$ cat src/design/ppdb_pkg.sv
// Shared types and constants for the ping-pong DMA buffer controller.
// Holds field widths, command and status codes, and the per-beat result record.
// No dependencies.
package ppdb_pkg;

  // Field widths of the stream beats
  localparam int CNT_W       = 15;
  localparam int OFF_W       = 14;
  localparam int STAT_W      = 3;
  localparam int CMD_W       = 2;
  localparam int IN_TDATA_W  = 16;
  localparam int OUT_TDATA_W = 72;

  // Default sizes handed to the top-level parameters
  localparam int unsigned DEF_BUFFER_BYTES = 16384;
  localparam int unsigned DEF_ALIGN_BYTES  = 64;

  typedef enum logic [CMD_W-1:0] {
    CMD_WRITE = 2'd0,
    CMD_FLUSH = 2'd1,
    CMD_DONE  = 2'd2,
    CMD_POLL  = 2'd3
  } cmd_t;

  typedef enum logic [STAT_W-1:0] {
    ST_OK       = 3'd0,
    ST_BUSY     = 3'd1,
    ST_EMPTY    = 3'd2,
    ST_NOROOM   = 3'd3,
    ST_XFER_ERR = 3'd4
  } status_t;

  // Result fields that leave the control stage; transfer_length is added later
  typedef struct packed {
    status_t           status;
    logic [CNT_W-1:0]  accepted_count;
    logic              copy_buffer;
    logic [OFF_W-1:0]  copy_offset;
    logic              start_transfer;
    logic              transfer_buffer;
    logic [CNT_W-1:0]  pad_start;
    logic              wr_ready;
  } res_t;

endpackage

$ cat src/design/ppdb_ctrl.sv
// Buffer ownership state and per-command decision logic.
// Tracks fill buffer, running transfer and fill position; builds one result per beat.
// Depends on ppdb_pkg.
module ppdb_ctrl import ppdb_pkg::*; #(
  parameter int unsigned BUFFER_BYTES = DEF_BUFFER_BYTES,
  parameter int          POS_W        = $clog2(BUFFER_BYTES + 1)
) (
  input  logic             clk,
  input  logic             rst_n,
  input  logic             fire,
  input  cmd_t             cmd,
  input  logic [CNT_W-1:0] byte_count,
  input  logic             transfer_ok,
  output res_t             res,
  output logic [POS_W-1:0] xfer_len
);

  localparam int CMP_W = (POS_W > CNT_W) ? POS_W : CNT_W;

  logic             fill_idx_r, fill_idx_nxt;
  logic             act_v_r, act_v_nxt;
  logic             act_i_r, act_i_nxt;
  logic [POS_W-1:0] pos_r, pos_nxt;
  logic [POS_W-1:0] pend_r, pend_nxt;

  logic             blocked;
  logic [POS_W-1:0] room;
  logic [POS_W-1:0] clamp;
  logic [POS_W-1:0] pos_sum;
  logic             hand;
  logic [POS_W-1:0] hand_len;

  assign blocked = act_v_r && (act_i_r == fill_idx_r);
  assign room    = POS_W'(BUFFER_BYTES) - pos_r;
  assign clamp   = (CMP_W'(byte_count) > CMP_W'(room)) ? room : POS_W'(byte_count);
  assign pos_sum = pos_r + clamp;

  // Decide the command and the next state
  always_comb begin
    fill_idx_nxt = fill_idx_r;
    act_v_nxt    = act_v_r;
    act_i_nxt    = act_i_r;
    pos_nxt      = pos_r;
    pend_nxt     = pend_r;
    res          = '0;
    res.status   = ST_OK;
    xfer_len     = '0;
    hand         = 1'b0;
    hand_len     = '0;

    case (cmd)
      CMD_WRITE: begin
        if (blocked) begin
          res.status = ST_BUSY;
        end else if (clamp == '0) begin
          res.status = ST_NOROOM;
        end else begin
          res.accepted_count = CNT_W'(clamp);
          res.copy_buffer    = fill_idx_r;
          res.copy_offset    = OFF_W'(pos_r);
          pos_nxt            = pos_sum;
          if (pos_sum == POS_W'(BUFFER_BYTES)) begin
            hand     = 1'b1;
            hand_len = POS_W'(BUFFER_BYTES);
          end
        end
      end
      CMD_FLUSH: begin
        if (pos_r == '0) begin
          res.status = ST_EMPTY;
        end else if (blocked) begin
          res.status = ST_BUSY;
        end else begin
          res.accepted_count = CNT_W'(pos_r);
          hand               = 1'b1;
          hand_len           = pos_r;
        end
      end
      CMD_DONE: begin
        if (!transfer_ok) begin
          res.status = ST_XFER_ERR;
        end else if (blocked) begin
          // queued buffer goes out next
          act_i_nxt           = ~act_i_r;
          res.start_transfer  = 1'b1;
          res.transfer_buffer = ~act_i_r;
          res.pad_start       = CNT_W'(pend_r);
          xfer_len            = pend_r;
        end else begin
          act_v_nxt = 1'b0;
        end
      end
      default: begin
        res.status = ST_OK;
      end
    endcase

    // Hand the fill buffer over, starting it at once when the engine is free
    if (hand) begin
      if (!act_v_r) begin
        act_v_nxt           = 1'b1;
        act_i_nxt           = fill_idx_r;
        res.start_transfer  = 1'b1;
        res.transfer_buffer = fill_idx_r;
        res.pad_start       = CNT_W'(hand_len);
        xfer_len            = hand_len;
      end
      pend_nxt     = hand_len;
      fill_idx_nxt = ~fill_idx_r;
      pos_nxt      = '0;
    end

    res.wr_ready = !(act_v_nxt && (act_i_nxt == fill_idx_nxt));
  end

  // Advance state on each accepted beat
  always_ff @(posedge clk) begin
    if (!rst_n) begin
      fill_idx_r <= 1'b0;
      act_v_r    <= 1'b0;
      act_i_r    <= 1'b0;
      pos_r      <= '0;
      pend_r     <= '0;
    end else if (fire) begin
      fill_idx_r <= fill_idx_nxt;
      act_v_r    <= act_v_nxt;
      act_i_r    <= act_i_nxt;
      pos_r      <= pos_nxt;
      pend_r     <= pend_nxt;
    end
  end

endmodule

$ cat src/design/ppdb_round.sv
// Two-stage round-up of a transfer length to a multiple of ALIGN_BYTES.
// Stage one takes the quotient by reciprocal multiply, stage two scales it back.
// Depends on ppdb_pkg.
module ppdb_round import ppdb_pkg::*; #(
  parameter int unsigned BUFFER_BYTES = DEF_BUFFER_BYTES,
  parameter int unsigned ALIGN_BYTES  = DEF_ALIGN_BYTES,
  parameter int          POS_W        = $clog2(BUFFER_BYTES + 1)
) (
  input  logic             clk,
  input  logic             en_q,
  input  logic             en_len,
  input  logic [POS_W-1:0] len,
  output logic [CNT_W-1:0] transfer_length
);

  // Numerator len + ALIGN - 1 stays below 2**N_W
  localparam int N_W   = $clog2(BUFFER_BYTES + ALIGN_BYTES);
  localparam int L_W   = $clog2(ALIGN_BYTES);
  localparam int SH    = N_W + L_W;
  localparam int MUL_W = N_W + 1;
  localparam int PW    = N_W + MUL_W;
  localparam int QW    = N_W - L_W + 1;
  localparam int TW    = QW + L_W + 1;
  localparam longint unsigned MUL = ((64'd1 << SH) + ALIGN_BYTES - 1) / ALIGN_BYTES;

  logic [N_W-1:0]   num;
  logic [PW-1:0]    prod;
  logic [QW-1:0]    q_r;
  logic [TW-1:0]    scaled;
  logic [CNT_W-1:0] tlen_r;

  assign num    = N_W'(len) + N_W'(ALIGN_BYTES - 1);
  assign prod   = PW'(num) * PW'(MUL);
  assign scaled = TW'(q_r) * TW'(ALIGN_BYTES);

  // Hold the quotient, then the rounded length
  always_ff @(posedge clk) begin
    if (en_q) begin
      q_r <= QW'(prod >> SH);
    end
    if (en_len) begin
      tlen_r <= CNT_W'(scaled);
    end
  end

  assign transfer_length = tlen_r;

endmodule

$ cat src/design/ping_pong_dma_buffer_control.sv
// Top level of the ping-pong DMA buffer controller.
// Instantiates ppdb_ctrl and ppdb_round; depends on ppdb_pkg.
//
//   channel  direction  beat contents (lowest bits first)
//   in_      slave      tuser: command; tdata: byte_count, transfer_ok
//   out_     master     tdata: status .. wr_ready, one result per input beat
//
// From input beat to result beat, the control stage, the reciprocal-multiply
// stage and the scale-back stage each hold one register.
// One beat is taken per cycle while out_tready lets the stages drain; buffer
// state updates in the cycle a beat is taken. Each stage refills as soon as the
// next one frees, so input beats are still taken while a result waits, until all three stages hold a beat.
// rst_n clears the state and the stage valid bits.
module ping_pong_dma_buffer_control import ppdb_pkg::*; #(
  parameter int unsigned BUFFER_BYTES = DEF_BUFFER_BYTES,
  parameter int unsigned ALIGN_BYTES  = DEF_ALIGN_BYTES
) (
  input  logic                   clk,
  input  logic                   rst_n,
  input  logic                   in_tvalid,
  output logic                   in_tready,
  input  logic [IN_TDATA_W-1:0]  in_tdata,   // byte_count[14:0], transfer_ok[15]
  input  logic [CMD_W-1:0]       in_tuser,   // command[1:0]
  output logic                   out_tvalid,
  input  logic                   out_tready,
  // status[2:0], accepted_count[17:3], copy_buffer[18], copy_offset[32:19],
  // start_transfer[33], transfer_buffer[34], transfer_length[49:35],
  // pad_start[64:50], wr_ready[65], zero fill [71:66]
  output logic [OUT_TDATA_W-1:0] out_tdata
);

  localparam int POS_W = $clog2(BUFFER_BYTES + 1);

  logic             fire;
  res_t             ctrl_res;
  logic [POS_W-1:0] ctrl_len;

  logic             s1_v_r, s2_v_r, s3_v_r;
  res_t             s1_res_r, s2_res_r, s3_res_r;
  logic [POS_W-1:0] s1_len_r;
  logic             adv1, adv2, adv3;
  logic [CNT_W-1:0] tlen;

  // Stage advance: a stage loads when empty or when its contents move on
  assign adv3      = !s3_v_r || out_tready;
  assign adv2      = !s2_v_r || adv3;
  assign adv1      = !s1_v_r || adv2;
  assign in_tready = adv1;
  assign fire      = in_tvalid && in_tready;

  ppdb_ctrl #(
    .BUFFER_BYTES (BUFFER_BYTES),
    .POS_W        (POS_W)
  ) u_ctrl (
    .clk         (clk),
    .rst_n       (rst_n),
    .fire        (fire),
    .cmd         (cmd_t'(in_tuser)),
    .byte_count  (in_tdata[CNT_W-1:0]),
    .transfer_ok (in_tdata[CNT_W]),
    .res         (ctrl_res),
    .xfer_len    (ctrl_len)
  );

  ppdb_round #(
    .BUFFER_BYTES (BUFFER_BYTES),
    .ALIGN_BYTES  (ALIGN_BYTES),
    .POS_W        (POS_W)
  ) u_round (
    .clk             (clk),
    .en_q            (adv2),
    .en_len          (adv3),
    .len             (s1_len_r),
    .transfer_length (tlen)
  );

  // Valid bits of the three stages
  always_ff @(posedge clk) begin
    if (!rst_n) begin
      s1_v_r <= 1'b0;
      s2_v_r <= 1'b0;
      s3_v_r <= 1'b0;
    end else begin
      if (adv1) s1_v_r <= fire;
      if (adv2) s2_v_r <= s1_v_r;
      if (adv3) s3_v_r <= s2_v_r;
    end
  end

  // Payload of the three stages
  always_ff @(posedge clk) begin
    if (adv1) begin
      s1_res_r <= ctrl_res;
      s1_len_r <= ctrl_len;
    end
    if (adv2) begin
      s2_res_r <= s1_res_r;
    end
    if (adv3) begin
      s3_res_r <= s2_res_r;
    end
  end

  assign out_tvalid = s3_v_r;
  assign out_tdata  = {6'b0,
                       s3_res_r.wr_ready,
                       s3_res_r.pad_start,
                       tlen,
                       s3_res_r.transfer_buffer,
                       s3_res_r.start_transfer,
                       s3_res_r.copy_offset,
                       s3_res_r.copy_buffer,
                       s3_res_r.accepted_count,
                       s3_res_r.status};

endmodule
$ cat config.mk
export PLATFORM = sky130hd
export DESIGN_NAME = ping_pong_dma_buffer_control
export DESIGN_NICKNAME = d
export VERILOG_FILES = /design/src/design/ppdb_pkg.sv /design/src/design/ppdb_ctrl.sv /design/src/design/ppdb_round.sv /design/src/design/ping_pong_dma_buffer_control.sv
export SDC_FILE = /design/constraint.sdc
export NUM_CORES = 1
export LEC_CHECK = 0
export BUFFER_PORTS_ARGS = -buffer_cell sky130_fd_sc_hd__buf_2
export CAP_MARGIN = 20
export CELL_PAD_IN_SITES_DETAIL_PLACEMENT = 0
export CELL_PAD_IN_SITES_GLOBAL_PLACEMENT = 1
export CORE_MARGIN = 2
export CORE_UTILIZATION = 40
export CTS_BUF_LIST = sky130_fd_sc_hd__clkbuf_4 sky130_fd_sc_hd__clkbuf_8
export DETAILED_ROUTE_END_ITERATION = 8
export GPL_TIMING_DRIVEN = 0
export PLACE_DENSITY = 0.74
export SYNTH_ARGS = -nofsm -noshare
export SYNTH_HDL_FRONTEND = slang
export SYNTH_SLANG_ARGS = --single-unit
export TNS_END_PERCENT = 10
$ cat constraint.sdc
create_clock -name clk -period 11 [get_ports clk]
set_clock_uncertainty 0.1 [all_clocks]
set_input_delay 0 -clock clk [delete_from_list [all_inputs] [get_ports clk]]
set_output_delay 0 -clock clk [all_outputs]
set_load 0.01 [all_outputs]
After elaboration in Yosys (flattened, before gate mapping) --
Cells that the tools add are included.
Operators by class: equal/unequal tests 7, mux-type cells 47, bitwise gates (word level) 3, add/subtract/negate cells 3, reduce and logical (&&, ||, !) cells 17, order comparisons 1
Operators with widths (number):
- 15-bit two-way mux | 15
- 17-bit two-way mux | 5
- 30-bit two-way mux | 2
- 15-bit case mux with 2 select lines | 2
- 15-bit logical NOT | 2
- 1-bit two-way mux | 17
- 15-bit adder | 1
- 15-bit by 6-bit adder with 15-bit output, second input constant | 1
- 15-bit == test, second input constant | 1
- 15-bit greater-than comparator | 1
- 15-bit subtractor, first input constant | 1
- 3-bit two-way mux | 3
- 3-bit case mux with 3 select lines | 1
- 1-bit logical NOT | 4
- 4-bit AND reduction | 1
- 1-bit logical AND | 3
- 1-bit logical OR | 3
- 1-bit NOT | 3
- 3-bit OR reduction | 1
- 1-bit == test | 2
- 2-bit by 1-bit == test with 1-bit output, second input constant | 1
- 2-bit == test, second input constant | 1
- 2-bit logical NOT | 1
- 2-bit two-way mux | 1
- 5 further kinds | 5
Word-level totals: bits in registers 222, word-level logic and storage cells 113

Logic depth before layout (Yosys ltp) --
Gate-level depths: netlist of the first run.
word-level depth 13, gate-level depth with buffers 29

Modules after synthesis --
From an unflattened synthesis of the first run, not the netlist that was laid out.
Unflattened totals: cell total of the unflattened synthesis 769, area, all modules 9935.8 um^2
Modules (own cells, without submodules):
- ping_pong_dma_buffer_control | area an instance 5216.3 um^2, sequential area each 5104.9 um^2, cells an instance 188, instances 1
- ppdb_ctrl | area an instance 3961.3 um^2, sequential area each 660.6 um^2, cells an instance 533, instances 1
- ppdb_round | area an instance 758.2 um^2, sequential area each 540.5 um^2, cells an instance 48, instances 1

Least setup slack after synthesis of the first run --
No wires, ideal clock.
kind reg2reg, from reg u_ctrl.pos_r[1], to reg u_ctrl.pend_r[10], clock period less this slack 6.513 ns, data arrival time 6.296 ns, slack 4.487 ns, cell stages (with the launch flop) 25, buffers on the path 4, data required time 10.783 ns, cell sequence dfxtp_1 > clkbuf_1 > inv_1 > ha_1 > or4b_4 > nor4_2 > xnor2_1 > ha_1 > nand4_1 > nor3_1 > nor4_1 > a21oi_2 > clkbuf_1 > mux2_2 > ha_1 > a21o_1 > or3_1 > a2111oi_0 > o2111ai_1 > nor4_2 > a31oi_2 > nand2b_1 > buf_6 > buf_6 > a32o_1
On the way: cells in the longest elaborated chain, start to end 10, elaborated cells on any way between the ends 17
Ends and longest elaborated chain:
- start, declared | RTL line ppdb_ctrl.sv:23 | logic [POS_W-1:0] pos_r, pos_nxt;
- start signal, assigned | RTL line ppdb_ctrl.sv:128 | pos_r <= pos_nxt;
- 15-bit subtractor | RTL line ppdb_ctrl.sv:34 | assign room = POS_W'(BUFFER_BYTES) - pos_r;
- 15-bit greater-than comparator | RTL line ppdb_ctrl.sv:35 | assign clamp = (CMP_W'(byte_count) > CMP_W'(room)) ? room : POS_W'(byte_count);
- 15-bit two-way mux | RTL line ppdb_ctrl.sv:35
- 15-bit adder | RTL line ppdb_ctrl.sv:36 | assign pos_sum = pos_r + clamp;
- 15-bit == test | RTL line ppdb_ctrl.sv:62 | if (pos_sum == POS_W'(BUFFER_BYTES)) begin
- 1-bit two-way mux | RTL line ppdb_ctrl.sv:62
- 1-bit two-way mux | RTL line ppdb_ctrl.sv:55 | end else if (clamp == '0) begin
- 1-bit two-way mux | RTL line ppdb_ctrl.sv:53 | if (blocked) begin
- 1-bit case mux with 2 select lines | RTL line ppdb_ctrl.sv:51 | case (cmd)
- 2-bit AND reduction (no source line)
- end signal, assigned | RTL line ppdb_ctrl.sv:129 | pend_r <= pend_nxt;
- end, declared | RTL line ppdb_ctrl.sv:24 | logic [POS_W-1:0] pend_r, pend_nxt;
Parallel ways exist; a longest one is shown, timed or not. A chain may end at the register's enable or synchronous reset.

Worst setup path in the final report of the first run --
from reg u_ctrl.pos_r[1], to reg u_ctrl.pend_r[8]
Same word-level chain as after synthesis.

==> report_table.html, run 1 <==
<table>
<tr><th>Metric</th><th>Value</th></tr>
<tr><th colspan="2">Clock tree</th></tr>
<tr><td>Clk Latency, worst-skew pair</td><td>0.50 ns</td></tr>
<tr><td>Number of buffers created by CTS</td><td>34</td></tr>
<tr><td>Clock-pin slew reported for the worst setup and hold paths after clock tree synthesis</td><td>0.06 ns</td></tr>
<tr><td>Clock Path Buffers</td><td>3</td></tr>
<tr><td>Number of levels the H-tree was split into</td><td>2</td></tr>
<tr><td>Library cell used as clock root buffer</td><td>clkbuf_8</td></tr>
<tr><td>Post-cts repair resize count</td><td>0</td></tr>
<tr><td>TritonCTS Sinks</td><td>between 200 and 250</td></tr>
<tr><td>Clock tree from TritonCTS</td><td>built</td></tr>
<tr><th colspan="2">Worst setup path</th></tr>
<tr><td>Cell with the largest stage delay on the worst path</td><td>mux2i_1</td></tr>
<tr><td>Dominant cell type by count on the critical path</td><td>ha_1</td></tr>
<tr><td>Crit path capture type</td><td>flop</td></tr>
<tr><td>Max FO, Critical Path</td><td>10</td></tr>
<tr><td>Arr. time, crit path</td><td>8.84 ns</td></tr>
<tr><td>Startpoint type of the worst setup path</td><td>flop</td></tr>
<tr><td>Reg-to-reg endpoint</td><td>u_ctrl.pend_r[8]</td></tr>
<tr><td>Worst flop-to-flop path startpoint</td><td>u_ctrl.pos_r[1]</td></tr>
<tr><td>Number of cells traversed by the worst register-to-register path</td><td>26</td></tr>
<tr><td>Kind of critical path</td><td>flop to flop</td></tr>
<tr><td>Worst path max stage delay</td><td>0.62 ns</td></tr>
<tr><td>FF-to-FF setup slack</td><td>approximately 2.5 ns</td></tr>
<tr><td>Data required time at the worst endpoint</td><td>11.29 ns</td></tr>
<tr><th colspan="2">Routing</th></tr>
<tr><td>Violation count after the first detailed-routing iteration</td><td>between 400 and 500</td></tr>
<tr><td>Residual DRC count</td><td>0</td></tr>
<tr><td>Final antenna-violating net count</td><td>0</td></tr>
<tr><td>Vias per cell</td><td>5.12</td></tr>
<tr><td>Total vias in the final route</td><td>5808</td></tr>
<tr><td>Wirelength per Cell</td><td>around 16 um</td></tr>
<tr><td>Detailed-route wire length</td><td>18600 um</td></tr>
<tr><td>Detailed-routing iteration count for the pre-antenna-repair pass</td><td>6</td></tr>
<tr><th colspan="2">Placement</th></tr>
<tr><td>Gpl congestion</td><td>0.902</td></tr>
<tr><td>HPWL after detailed placement</td><td>13800 um</td></tr>
<tr><td>Quantity of I/O buffers inserted on ports</td><td>82</td></tr>
<tr><th colspan="2">STA</th></tr>
<tr><td>Final Hold Viols</td><td>0</td></tr>
<tr><td>Shortest clock period the worst path allows after layout</td><td>8.55 ns</td></tr>
<tr><td>Setup violations, final</td><td>0</td></tr>
<tr><td>RSZ-0062 raised after global routing</td><td>false</td></tr>
<tr><td>Worst-case headroom to the max-slew limit</td><td>44.5%</td></tr>
<tr><td>Transition at the pin with the smallest max-transition slack</td><td>0.826 ns</td></tr>
<tr><td>Highest clock rate</td><td>0.117 GHz</td></tr>
<tr><td>Max Transition Viols Final</td><td>0</td></tr>
<tr><td>Setup TNS after final layout</td><td>0 ns</td></tr>
<tr><td>Tcrit/Tclk final</td><td>77.7%</td></tr>
<tr><th colspan="2">Logic synthesis</th></tr>
<tr><td>Number of instances in the synthesized netlist</td><td>674</td></tr>
<tr><td>Portion of the post-synthesis area used by sequential elements</td><td>between 60% and 70%</td></tr>
<tr><td>Mean area per synthesized cell</td><td>13.5 um2</td></tr>
<tr><td>Count of warnings emitted by yosys</td><td>0</td></tr>
<tr><td>Async SR Flop Fraction</td><td>0%</td></tr>
<tr><td>Share of the synthesized area in the top cell type</td><td>56.2%</td></tr>
<tr><td>Distinct cells, synth</td><td>66</td></tr>
<tr><td>Area of the mapped netlist</td><td>9130 um2</td></tr>
<tr><td>Number of flip-flops and latches in the synthesized netlist</td><td>207</td></tr>
<tr><td>Largest cells by area after synthesis</td><td>edfxtp_1 (56%), dfxtp_1 (7.9%), ha_1 (4.8%)</td></tr>
<tr><td>EDFF count, synth</td><td>171</td></tr>
<tr><td>Cell type with the largest total area after synthesis</td><td>edfxtp_1</td></tr>
<tr><td>Prevailing post-synth register cell</td><td>edfxtp_1</td></tr>
<tr><th colspan="2">Final layout</th></tr>
<tr><td>Growth of design area from synthesis to finish</td><td>19.3%</td></tr>
<tr><td>Share of post-route cells with drive strength above 1</td><td>22.0%</td></tr>
<tr><td>Fill cell total of the finished layout</td><td>around 2000</td></tr>
<tr><td>Final-stage net count</td><td>883</td></tr>
<tr><td>Antenna cell count</td><td>0</td></tr>
<tr><th colspan="2">Floorplan</th></tr>
<tr><td>Area of the die</td><td>between 20000 and 25000 um2</td></tr>
<tr><td>Height of the die</td><td>155 um</td></tr>
<tr><td>Num ports</td><td>96</td></tr>
<tr><td>Die Width</td><td>between 150 and 200 um</td></tr>
<tr><td>Core region area</td><td>22500 um2</td></tr>
<tr><td>Initial standard-cell utilization of the core</td><td>40.6%</td></tr>
<tr><td>Floorplan row count</td><td>55</td></tr>
<tr><th colspan="2">Global route</th></tr>
<tr><td>Vias in the first global route</td><td>5547</td></tr>
<tr><td>Wire length of the first global-routing pass</td><td>29600 um</td></tr>
<tr><td>Pin count of the biggest net entering global routing</td><td>50</td></tr>
<tr><td>GRT Resource Usage Total</td><td>15.7%</td></tr>
<tr><td>Global route overflow</td><td>0</td></tr>
<tr><td>Antenna violations before repair</td><td>0</td></tr>
<tr><th colspan="2">Hold path</th></tr>
<tr><td>Hold Crit Class</td><td>input port to flop</td></tr>
<tr><td>Worst min-delay path startpoint</td><td>in_tuser[0]</td></tr>
<tr><td>Worst Hold Path EP</td><td>s1_res_r[32]</td></tr>
<tr><td>Worst hold path cell count</td><td>4</td></tr>
<tr><th colspan="2">Flow run</th></tr>
<tr><td>Number of violations of the max-capacitance limit</td><td>0</td></tr>
<tr><th colspan="2">Status</th></tr>
<tr><td>Run status</td><td>completed</td></tr>
</table>
state kept, by name, summed over array words and instances, names as in the netlist, 9 cells and up:
register                 flops
u_round.q_r                  9
u_ctrl.pos_r                15
s2_res_r                    51
s1_res_r                    51
out_tdata                   51
u_round.transfer_length      9
u_ctrl.pend_r               15
layer usage:
metal  routed length (um)  track usage, %  vias up
met5                    0               0        -
met4                  457            5.47        0
met3                  837            2.92       37
met2                 8870            26.3      155
met1                 8480            20.5     2769
li1                     -               -     2847
cell type report:
| cell class | count | area [um2] | area share [%] |
|---|---|---|---|
| flip-flops and latches | 207 | 5860 | 53.7 |
| inverters | 31 | 116 | 1.07 |
| plain buffers | 46 | 249 | 2.28 |
| repair buffers | 104 | 661 | 6.06 |
| multi-input cells | 401 | 2960 | 27.2 |
| well taps | 285 | 357 | 3.27 |
| clock inverters | 11 | 98.8 | 0.907 |
| clock buffers | 49 | 599 | 5.50 |
cells in the final DEF, fill, tap and decap left out, drive strengths merged, types with 6 or more instances in the layout:
cell         count
edfxtp         171
buf            103
clkbuf          77
nand2           38
dfxtp           36
a22o            35
ha              35
inv             31
a21oi           30
nor2            27
o21ai           22
xnor2           20
dlygate4sd3     19
and2            16
nor4            16
a32o            14
xor2            13
conb            12
nor3            11
mux2             9
a31oi            8
nand3            8
clkinv           8
or3              7
o31ai            7
nand4            6
how the worst max path moves through the flow:
stage,startpoint,slack (ns),depth (start not counted),end
3_3_place_gp,u_ctrl.pos_r[1],2.47,26,u_ctrl.pend_r[13]
3_5_place_dp,u_ctrl.pos_r[1],2.52,26,u_ctrl.pend_r[10]
5_1_grt,u_ctrl.pos_r[1],1.88,26,u_ctrl.pend_r[8]
4_1_cts,u_ctrl.pos_r[1],2.48,26,u_ctrl.pend_r[8]
2_1_floorplan,u_ctrl.pos_r[1],4.49,24,u_ctrl.pend_r[10]
6_report,u_ctrl.pos_r[1],2.45,26,u_ctrl.pend_r[8]
stage by stage:
stage	hold slack (ns)	std cells	utilization [%]	worst slack (ns)	area, um2
after floorplan	0.0599	685	-	4.49	9170
after global placement	0.208	1052	44.2	2.47	9940
after detailed placement	0.205	1055	44.5	2.52	10000
after CTS	0.0273	1134	48.4	2.48	10900
after global routing	0.0550	1134	48.4	1.88	10900
final	0.0619	1134	48.4	2.45	10900
synthesized netlist by cell type, types with 4 or more instances:
library cell / number
or3_1: 7
o31ai_1: 5
nand4_1: 6
edfxtp_1: 171
nand2b_1: 5
o21ai_0: 19
o31a_1: 4
or4_1: 4
a32oi_1: 4
buf_4: 14
nand3_1: 8
inv_1: 31
nor2b_1: 5
mux2_2: 9
nor4_1: 13
nor2_1: 27
xor2_1: 13
mux2i_1: 5
a32o_1: 14
clkbuf_1: 28
a31oi_1: 7
nand2_1: 38
a22o_1: 35
dfxtp_1: 36
nor3_1: 10
and2_1: 16
ha_1: 35
a21oi_1: 29
xnor2_1: 20
worst max-delay path, delay by kind of cell, from the launching register on:
| kind | cells | cell delay [ns] |
|---|---|---|
| AO/OA/AOI/OAI | 7 | 2.30 |
| XOR/XNOR | 1 | 0.22 |
| flip-flops | 1 | 0.33 |
| buffers and inverters | 6 | 1.46 |
| adder cells (fa/ha/maj) | 3 | 0.89 |
| multiplexers | 1 | 0.62 |
| AND/OR/NAND/NOR | 8 | 2.51 |
cell families (layout without fill, tap and decap cells):
family / Yosys count / in the layout / synth area share (%)
XOR/XNOR: 34 / 34 / 3.41
other: 1 / 12 / 0.0411
buffers and inverters: 77 / 241 / 4.00
adder cells (fa/ha/maj): 36 / 36 / 5.01
AND/OR/NAND/NOR: 159 / 159 / 9.63
multiplexers: 14 / 14 / 1.66
flip-flops: 207 / 207 / 64.1
AO/OA/AOI/OAI: 146 / 146 / 12.1
timing repair:
action / in CTS / in global routing
setup buffers: 0 / 0
endpoints found under the hold margin: 29 / 0
endpoints found under the setup margin: 0 / 0
hold buffers: 19 / 0
Power of run 1 is left out: the tool's default activity adds up to more than one toggle a clock period on the data nets, which glitch-free logic cannot reach.
==> inputs of run 2 (changes only) <==
Clock period 11 ns to 8.2 ns, I/O delays scaled along.
==> run 2 against run 1 <==
  * Fmax increased by 13%
  * Design area increased by 0.87%
  * Critical path type unchanged
  * Sequential share of layout area decreased by 0.46 points
  * Flip-flop and latch count unchanged
  * Critical endpoint unchanged
==> report_table.html, run 2 (synthesis results as in run 1) <==
<table>
<tr><th>Metric</th><th>Value</th></tr>
<tr><th colspan="2">Status</th></tr>
<tr><td>Run status</td><td>completed</td></tr>
<tr><th colspan="2">Global route</th></tr>
<tr><td>Pin count of the biggest net entering global routing</td><td>50 (unchanged)</td></tr>
<tr><td>Vias in the first global route</td><td>5542 (-0.090%)</td></tr>
<tr><td>Antenna violations before repair</td><td>0 (unchanged)</td></tr>
<tr><td>Global route overflow</td><td>0 (unchanged)</td></tr>
<tr><td>GRT Resource Usage Total</td><td>15.7% (+0.024 points)</td></tr>
<tr><td>Wire length of the first global-routing pass</td><td>29600 um (+0.19%)</td></tr>
<tr><th colspan="2">Hold path</th></tr>
<tr><td>Worst min-delay path startpoint</td><td>in_tdata[1]</td></tr>
<tr><td>Hold Crit Class</td><td>input port to flop</td></tr>
<tr><td>Worst hold path cell count</td><td>5 (+1)</td></tr>
<tr><th colspan="2">Clock tree</th></tr>
<tr><td>Library cell used as clock root buffer</td><td>clkbuf_8</td></tr>
<tr><td>Number of buffers created by CTS</td><td>34 (unchanged)</td></tr>
<tr><td>TritonCTS Sinks</td><td>207 (unchanged)</td></tr>
<tr><td>Clock-pin slew reported for the worst setup and hold paths after clock tree synthesis</td><td>0.06 ns (about the same)</td></tr>
<tr><td>Clock tree from TritonCTS</td><td>built</td></tr>
<tr><td>Clk Latency, worst-skew pair</td><td>0.50 ns (about the same)</td></tr>
<tr><td>Number of levels the H-tree was split into</td><td>2 (unchanged)</td></tr>
<tr><td>Clock Path Buffers</td><td>3 (unchanged)</td></tr>
<tr><th colspan="2">Floorplan</th></tr>
<tr><td>Num ports</td><td>96 (unchanged)</td></tr>
<tr><td>Height of the die</td><td>155 um (unchanged)</td></tr>
<tr><td>Floorplan row count</td><td>55 (unchanged)</td></tr>
<tr><td>Core region area</td><td>22500 um2 (unchanged)</td></tr>
<tr><td>Die Width</td><td>155 um (unchanged)</td></tr>
<tr><td>Area of the die</td><td>24100 um2 (unchanged)</td></tr>
<tr><td>Initial standard-cell utilization of the core</td><td>40.6% (unchanged)</td></tr>
<tr><th colspan="2">STA</th></tr>
<tr><td>Final Hold Viols</td><td>0 (unchanged)</td></tr>
<tr><td>Worst-case headroom to the max-slew limit</td><td>44.0% (-0.49 points)</td></tr>
<tr><td>Shortest clock period the worst path allows after layout</td><td>7.54 ns (-1.01 ns)</td></tr>
<tr><td>Highest clock rate</td><td>0.133 GHz (+13%)</td></tr>
<tr><td>Max Transition Viols Final</td><td>0 (unchanged)</td></tr>
<tr><td>Tcrit/Tclk final</td><td>92.0% (+14 points)</td></tr>
<tr><td>RSZ-0062 raised after global routing</td><td>false</td></tr>
<tr><td>Transition at the pin with the smallest max-transition slack</td><td>0.834 ns (+0.00735 ns)</td></tr>
<tr><td>Setup violations, final</td><td>0 (unchanged)</td></tr>
<tr><th colspan="2">Final layout</th></tr>
<tr><td>Utilization of the core after routing</td><td>48.8% (+0.42 points)</td></tr>
<tr><td>Final-stage net count</td><td>888 (+0.57%)</td></tr>
<tr><td>Growth of design area from synthesis to finish</td><td>20.4%</td></tr>
<tr><td>Fill cell total of the finished layout</td><td>1982 (-0.050%)</td></tr>
<tr><td>Antenna cell count</td><td>0 (unchanged)</td></tr>
<tr><td>Commonest non-fill, non-tap cells in the layout</td><td>edfxtp_1 (171), buf_2 (84), nand2_1 (37), clkbuf_8 (37), dfxtp_1 (36)</td></tr>
<tr><td>Most common library cell in the layout ignoring fill and taps</td><td>edfxtp_1</td></tr>
<tr><td>Share of post-route cells with drive strength above 1</td><td>23.1% (+1.0 points)</td></tr>
<tr><th colspan="2">Routing</th></tr>
<tr><td>Violation count after the first detailed-routing iteration</td><td>380 (-8.2%)</td></tr>
<tr><td>Vias per cell</td><td>5.11 (-0.25%)</td></tr>
<tr><td>Wirelength per Cell</td><td>16.4 um (about the same)</td></tr>
<tr><td>Detailed-routing iteration count for the pre-antenna-repair pass</td><td>5 (-1)</td></tr>
<tr><td>Residual DRC count</td><td>0 (unchanged)</td></tr>
<tr><td>Detailed-route wire length</td><td>18700 um (+0.36%)</td></tr>
<tr><td>Final antenna-violating net count</td><td>0 (unchanged)</td></tr>
<tr><td>Total vias in the final route</td><td>5819 (+0.19%)</td></tr>
<tr><th colspan="2">Worst setup path</th></tr>
<tr><td>Arr. time, crit path</td><td>7.83 ns (-1.01 ns)</td></tr>
<tr><td>Max FO, Critical Path</td><td>10 (unchanged)</td></tr>
<tr><td>Crit path capture type</td><td>flop</td></tr>
<tr><td>Kind of critical path</td><td>flop to flop</td></tr>
<tr><td>Number of cells traversed by the worst register-to-register path</td><td>27 (+3.8%)</td></tr>
<tr><td>Data required time at the worst endpoint</td><td>8.49 ns (-2.80 ns)</td></tr>
<tr><td>Startpoint type of the worst setup path</td><td>flop</td></tr>
<tr><td>Launching element of the worst setup path</td><td>u_ctrl.pos_r[1]</td></tr>
<tr><td>Worst flop-to-flop path startpoint</td><td>u_ctrl.pos_r[1]</td></tr>
<tr><th colspan="2">Flow run</th></tr>
<tr><td>Number of violations of the max-capacitance limit</td><td>0 (unchanged)</td></tr>
<tr><th colspan="2">Placement</th></tr>
<tr><td>HPWL after detailed placement</td><td>13800 um (unchanged)</td></tr>
<tr><td>Quantity of I/O buffers inserted on ports</td><td>82 (unchanged)</td></tr>
<tr><td>Gpl congestion</td><td>0.902 (unchanged)</td></tr>
</table>
-- run 2: metal layers --
layer,part of all wire [%],GRT usage [%],wire [um],up-vias
li1,-,-,-,2871
met1,45,20.5,8480,2762
met2,48,26.5,8970,148
met3,4.3,2.92,804,38
met4,2.4,5.38,456,0
met5,0,0,0,-
-- run 2: timing repair --
action,in CTS,in global routing
endpoints found under the setup margin,31,32
resized for setup,3,6
buffers inserted,0,6
pin swaps,0,1
endpoints found under the hold margin,29,0
hold buffers,19,0
gates cloned,0,0
-- run 2: final cells by class --
cell class                 count  area, um2  area share, %
multi-input combinational    401       3000           27.3
timing repair buffer         110        718           6.53
tap                          285        357           3.24
sequential                   207       5860           53.3
clock inverter                11       98.8          0.899
inverter                      31        120           1.09
buffer                        45        246           2.24
clock buffer                  49        599           5.45
-- run 2: worst max-delay path, cell delays in order (launching register included) --
cell,delay (ns)
dfxtp_1,0.33
clkbuf_1,0.27
inv_1,0.23
ha_1,0.31
or4b_4,0.56
nor4_2,0.30
xnor2_1,0.21
ha_1,0.36
nand4_1,0.22
nor3_1,0.30
nor4_2,0.11
a21oi_4,0.26
buf_2,0.35
nand2_1,0.08
o21ai_0,0.11
ha_1,0.22
inv_1,0.06
fa_1,0.47
inv_1,0.06
or3_1,0.38
a2111oi_1,0.48
o2111ai_1,0.29
nor4_4,0.42
a31oi_2,0.17
nand2b_1,0.20
buf_6,0.17
buf_6,0.14
a32o_1,0.25
-- run 2: worst paths after layout --
| check | end | slack [ns] |
|---|---|---|
| max reg2reg | u_ctrl.pend_r[8] | 0.66 |
| max | u_ctrl.pend_r[8] | 0.66 |
| min reg2reg | u_round.transfer_length[11] | 0.32 |
| min | s1_res_r[34] | 0.0004 |
-- run 2: per-stage QoR --
| stage | hold slack (ns) | setup WS (ns) | TNS (ns) | instances | area, um2 |
|---|---|---|---|---|---|
| CTS | 0.0273 | 0.0604 | 0 | 1134 | 10900 |
| finish | 0.000357 | 0.658 | 0 | 1139 | 11000 |
| floorplan | 0.0599 | 1.69 | 0 | 685 | 9170 |
| global route | 0.00606 | 0.0543 | 0 | 1139 | 11000 |
| detailed placement | 0.205 | -0.284 | -3.87 | 1055 | 10000 |
| global placement | 0.208 | -0.335 | -5.70 | 1052 | 9940 |
Power of run 2 is left out for the same reason.
